$ cat config.mk
export PLATFORM = sky130hd
export DESIGN_NAME = sist_ctrl
export DESIGN_NICKNAME = d
export VERILOG_FILES = /design/src/sv/sist_pkg.sv /design/src/sv/sist_ctrl.sv
export SDC_FILE = /design/constraint.sdc
export NUM_CORES = 1
export LEC_CHECK = 0
export ABC_AREA = 1
export BUFFER_PORTS_ARGS = -buffer_cell sky130_fd_sc_hd__buf_2
export CELL_PAD_IN_SITES_DETAIL_PLACEMENT = 0
export CELL_PAD_IN_SITES_GLOBAL_PLACEMENT = 1
export CORE_ASPECT_RATIO = 0.9
export CORE_MARGIN = 3
export CORE_UTILIZATION = 34
export DETAILED_ROUTE_END_ITERATION = 16
export GPL_TIMING_DRIVEN = 0
export PLACE_DENSITY = 0.91
export SLEW_MARGIN = 20
export SYNTH_ARGS = -nofsm -noshare
export SYNTH_HDL_FRONTEND = slang
export SYNTH_SLANG_ARGS = --single-unit
$ cat constraint.sdc
create_clock -name clk -period 1.99 [get_ports clk]
set_clock_uncertainty 0.05 [all_clocks]
set_input_delay 0.398 -clock clk [delete_from_list [all_inputs] [get_ports clk]]
set_output_delay 0.398 -clock clk [all_outputs]
set_load 0.01 [all_outputs]
$ cat src/sv/sist_pkg.sv
package sist_pkg;

  // op codes on the input channel
  localparam logic [2:0] OP_SEND_REG    = 3'd0;
  localparam logic [2:0] OP_SEND_CANCEL = 3'd1;
  localparam logic [2:0] OP_RECV_REG    = 3'd2;
  localparam logic [2:0] OP_CHECK       = 3'd3;
  localparam logic [2:0] OP_WAKEUP      = 3'd4;
  localparam logic [2:0] OP_CLEAN       = 3'd5;

  // status codes on the result channel
  localparam logic [2:0] ST_DONE      = 3'd0;
  localparam logic [2:0] ST_LATCHED   = 3'd1;
  localparam logic [2:0] ST_NO_SLOT   = 3'd2;
  localparam logic [2:0] ST_NOT_FOUND = 3'd3;
  localparam logic [2:0] ST_BUSY      = 3'd4;

  // handler bit that keeps a receive entry alive across a wakeup
  localparam int KEEP_BIT = 1;

  typedef enum logic [3:0] {
    ACT_LATCH_OS,
    ACT_LATCH_PROC,
    ACT_SEND_REG,
    ACT_CANCEL,
    ACT_RECV_REG,
    ACT_CHECK,
    ACT_WAKEUP,
    ACT_CLEAN,
    ACT_BUSY
  } act_t;

  typedef struct packed {
    logic accept;
    act_t act;
    logic rd;
    logic commit;
    logic load_out;
  } cmd_t;

  typedef struct packed {
    logic scan_last;
  } sts_t;

endpackage

$ cat src/sv/sist_ctrl.sv
module sist_ctrl import sist_pkg::*; (
  input  logic       clk,
  input  logic       rst_n,
  input  logic       in_valid,
  input  logic [2:0] in_op,
  output logic       in_stall,
  output logic       out_valid,
  input  logic       out_stall,
  input  sts_t       sts,
  output cmd_t       cmd
);

  typedef enum logic [2:0] {S_IDLE, S_SCAN, S_TAIL, S_COMMIT, S_RESP} state_t;
  typedef enum logic [2:0] {
    PH_IDLE, PH_SEND, PH_RECV_PROC, PH_RECV_HANDLER, PH_CANCEL
  } phase_t;

  state_t state_r, state_nxt;
  phase_t phase_r, phase_nxt;
  logic   out_valid_r, out_valid_nxt;

  logic   accept;
  logic   load_out;
  act_t   act;
  phase_t phase_dec;
  logic   needs_scan;

  assign accept   = in_valid && (state_r == S_IDLE);
  assign load_out = (state_r == S_RESP) && (!out_valid_r || !out_stall);

  // decode of the incoming word against the open sequence
  always_comb begin
    act       = ACT_BUSY;
    phase_dec = phase_r;
    unique case (phase_r)
      PH_IDLE: begin
        unique case (in_op)
          OP_SEND_REG: begin
            act       = ACT_LATCH_OS;
            phase_dec = PH_SEND;
          end
          OP_SEND_CANCEL: begin
            act       = ACT_LATCH_OS;
            phase_dec = PH_CANCEL;
          end
          OP_RECV_REG: begin
            act       = ACT_LATCH_OS;
            phase_dec = PH_RECV_PROC;
          end
          OP_CHECK:  act = ACT_CHECK;
          OP_WAKEUP: act = ACT_WAKEUP;
          OP_CLEAN:  act = ACT_CLEAN;
          default:   act = ACT_BUSY;
        endcase
      end
      PH_SEND: begin
        if (in_op == OP_SEND_REG) begin
          act       = ACT_SEND_REG;
          phase_dec = PH_IDLE;
        end
      end
      PH_CANCEL: begin
        if (in_op == OP_SEND_CANCEL) begin
          act       = ACT_CANCEL;
          phase_dec = PH_IDLE;
        end
      end
      PH_RECV_PROC: begin
        if (in_op == OP_RECV_REG) begin
          act       = ACT_LATCH_PROC;
          phase_dec = PH_RECV_HANDLER;
        end
      end
      PH_RECV_HANDLER: begin
        if (in_op == OP_RECV_REG) begin
          act       = ACT_RECV_REG;
          phase_dec = PH_IDLE;
        end
      end
      default: begin
        act       = ACT_BUSY;
        phase_dec = PH_IDLE;
      end
    endcase
  end

  assign needs_scan = (act == ACT_SEND_REG) || (act == ACT_CANCEL) ||
                      (act == ACT_RECV_REG) || (act == ACT_CHECK) ||
                      (act == ACT_WAKEUP);

  always_comb begin
    state_nxt     = state_r;
    phase_nxt     = phase_r;
    out_valid_nxt = out_valid_r && out_stall;
    unique case (state_r)
      S_IDLE: begin
        if (accept) begin
          phase_nxt = phase_dec;
          state_nxt = needs_scan ? S_SCAN : S_RESP;
        end
      end
      S_SCAN: begin
        if (sts.scan_last) begin
          state_nxt = S_TAIL;
        end
      end
      S_TAIL:   state_nxt = S_COMMIT;
      S_COMMIT: state_nxt = S_RESP;
      S_RESP: begin
        if (load_out) begin
          out_valid_nxt = 1'b1;
          state_nxt     = S_IDLE;
        end
      end
      default: state_nxt = S_IDLE;
    endcase
  end

  always_ff @(posedge clk) begin
    if (!rst_n) begin
      state_r     <= S_IDLE;
      phase_r     <= PH_IDLE;
      out_valid_r <= 1'b0;
    end else begin
      state_r     <= state_nxt;
      phase_r     <= phase_nxt;
      out_valid_r <= out_valid_nxt;
    end
  end

  assign in_stall  = (state_r != S_IDLE);
  assign out_valid = out_valid_r;

  assign cmd.accept   = accept;
  assign cmd.act      = act;
  assign cmd.rd       = (state_r == S_SCAN);
  assign cmd.commit   = (state_r == S_COMMIT);
  assign cmd.load_out = load_out;

endmodule

==> impl_results.md <==
* Max Slew Vio Count at 0
* Simple-Gate Fraction of Synth Area at 51.0%
* Port Buf Inserts at 17
* Ports at 18
* Post-Syn Area at 613 um2
* # diodes at 0
* Clk slew on worst S/H paths at ~0.05 ns
* HP Start: rst_n
* Layout area overhead at 24.9%
* Hold WS at 0.374 ns
* Layout Nets at 140
* CP arrival at 1.42 ns
* Fin crit share at 93.7%
* Core Region at 0.00156 mm2
* Post-layout util at between 40% and 50%
* Worst-margin pin slew at 0.377 ns
* Post-Synthesis Cells at 110
* Setup TNS at 0 ns
* DP HPWL at 1160 um
* Yosys top cell area share at 22.9%
* H-tree level count at 1
* XOR/XNOR share of the synthesized area at 0%
* WP data required at 1.54 ns
* Power density over the cells at 1240 mW/mm2
* Yosys top cell by area: dfxtp_1
* DRT iter0 DRCs at 26
* Die W at ~51 um
* Setup crit end kind: output port
* Worst reg2reg endpoint: phase_r[0]$_SDFFE_PN0P_
* FMAX at 536 MHz
* Vias/cell at between 4 and 5
* Clock Latency Late Sink at 0.25 ns
* CTS tree: yes
* Area of the multi-input gates at 380 um2
* Reg-to-reg critical path startpoint: state_r[1]$_SDFFE_PN0P_
* Maximum number of pins on one net before global-route repair at 8
* Register area share after synthesis at between 20% and 30%
* Synth top area cells: dfxtp_1 (23%), nand2_1 (16%), inv_1 (12%), nand3_1 (11%), nor2_1 (9.8%)
* Placed Cells at between 100 and 150
* Final setup viols at 0
* Synth Register Bits at 7
* Status: completed
* WL/cell at 8.92 um
* Post-synth cell types at 20
* Maximum vdd ir drop at about 0.67 mV
* Syn_area_per_cell at ~5.6 um2
* Most common cell after layout, fill and taps aside: nand2_1
* Most used cell, CP: inv_1
* CP max stage cell: dfxtp_1
* Fillers at 172
* Vias in the first global route at 550
* Syn_nets at 118
* Die height at around 46 um
* Worst Hold Depth at 2
* DRT Wirelength at approximately 1400 um
* Num rows at 13
* Post-Layout Cell Count at 153
* Num CTS Buffers at 3
* DR vias at 694
* CP Cell Sequence: inv_1 > nor3_1 > inv_1 > nor2_1 > buf_4 > buf_2
* First-pass GRT wire length at 2260 um
* WHS Endpoint: out_valid$_SDFF_PN0_
* Sink Count at 7
* Leakage power at 0.435 nW
* GRT overflow at 0
* Delay-heaviest family, CP: simple AND/OR/NAND/NOR gates
* Worst path bufs/invs at 4
* Total GRT Usage at 12.6%
* Maximum root-to-sink buffer count at 2
* Max transition margin at 74.7%
* DRC at 0
* Multiplexer share of the synthesized area at 0%
* Most frequent cells in the layout: nand2_1 (26), inv_1 (19), buf_2 (17)
* Clk root buf: clkbuf_4
* Synth warn at 0
* Compound-Gate Fraction of Synth Area at 10.2%
* Worst slack at placement at 0.137 ns
* Reg area at approximately 150 um2
* Share of layout cells above drive strength 1 at 28.2%
* CP peak stage delay at 0.41 ns
* Max FO, Critical Path at 5
* Largest family of logic cells by synthesized area: simple AND/OR/NAND/NOR gates
* Fin. Hold Viols at 0
* Reg2Reg Depth at 8
* R2R setup slack at 0.58 ns
* GP Congestion at 0.841
* Adder-Cell Fraction of Synth Area at 0%
* Initial antenna violation count at 0
* HP Class: primary input to register
* Initial core utilization at 39.3%
* Die area at 0.00235 mm2
* Post-DRT Antenna Nets at 0
* Unrepaired setup endpoints after global routing: no
* First-pass DRT Iterations at 4
* Tmin final at around 1.9 ns
* Final setup margin at 0.125 ns
* WS Path Type: register to output port
* CP Launch Type: register
* Hold buffers post-CTS at 0
* Max cap viols at 0
[through the flow]
step / total power, mW / cell area [um2]
after global routing: 1.05 / 766
after detailed placement: 0.821 / 726
after floorplan: 0.665 / 613
after CTS: 0.953 / 752
after global placement: 0.814 / 726
final: 0.952 / 766
[where the power goes]
group          switching [mW]  total, mW  internal [mW]  leakage [nW]
sequential             0.0587      0.251          0.192        0.0594
clock                  0.0509      0.127         0.0764        0.0150
combinational           0.351      0.574          0.223         0.361
[registers in the layout, summed over array words and instances (netlist names)]
| signal | cells |
|---|---|
| out_valid | 1 |
| phase_r | 3 |
| state_r | 3 |
[final cells by class]
class / instances / area share (%)
Multi-Input combinational cell: 79 / 49.7
Sequential cell: 7 / 19.4
Timing Repair Buffer: 17 / 11.1
Inverter: 22 / 10.8
Tap cell: 22 / 3.59
Clock buffer: 4 / 3.43
Buffer: 2 / 1.96
[cell families (layout without fill, tap and decap cells)]
group                  count (synthesis)  after routing
and+or+nand+nor                       68             68
buffers and inverters                 24             45
AOI/OAI and AO/OA                     11             11
DFF                                    7              7
[per-layer routing]
layer	wire [um]	vias up	share of wire (%)	GRT usage, %
li1	-	382	-	-
met1	707	295	52	18.3
met2	572	17	42	18.0
met3	84	0	6.2	4.85
met4	0	0	0	1.61
met5	0	-	0	0
[how the worst max path moves through the flow]
| stage | depth (start not counted) | endpoint | startpoint | slack (ns) |
|---|---|---|---|---|
| 6_report | 6 | cmd[0] | state_r[2]$_SDFFE_PN0P_ | 0.12 |
| 5_1_grt | 8 | cmd[6] | phase_r[1]$_SDFFE_PN0P_ | 0.02 |
| 4_1_cts | 8 | cmd[6] | phase_r[0]$_SDFFE_PN0P_ | 0.03 |
| 3_5_place_dp | 8 | cmd[6] | in_op[2] | 0.14 |
| 3_3_place_gp | 8 | cmd[6] | in_op[1] | 0.14 |
| 2_1_floorplan | 6 | cmd[6] | in_op[2] | 0.46 |
[synth_stat cells, drive strengths merged]
cell type	instances
nor2	19
nand2	28
o21a	1
nand3	14
or2	1
nand3b	1
dfxtp	7
a21oi	6
inv	22
nor3	5
buf	2
o21ai	3
a31oi	1
[timing repair]
item | 4_1_cts | 5_1_grt
setup buffers | 0 | 0
endpoints found under the setup margin | 0 | 1
gates resized for setup | 0 | 7
[worst register-to-register path: cells and delay by family, from the launching register on]
kind,cells,cell delay (ns)
flops,1,0.34
simple gates,6,0.76
buf+inv,1,0.08
compound gates,1,0.09
(Power assumes the default switching activity.)
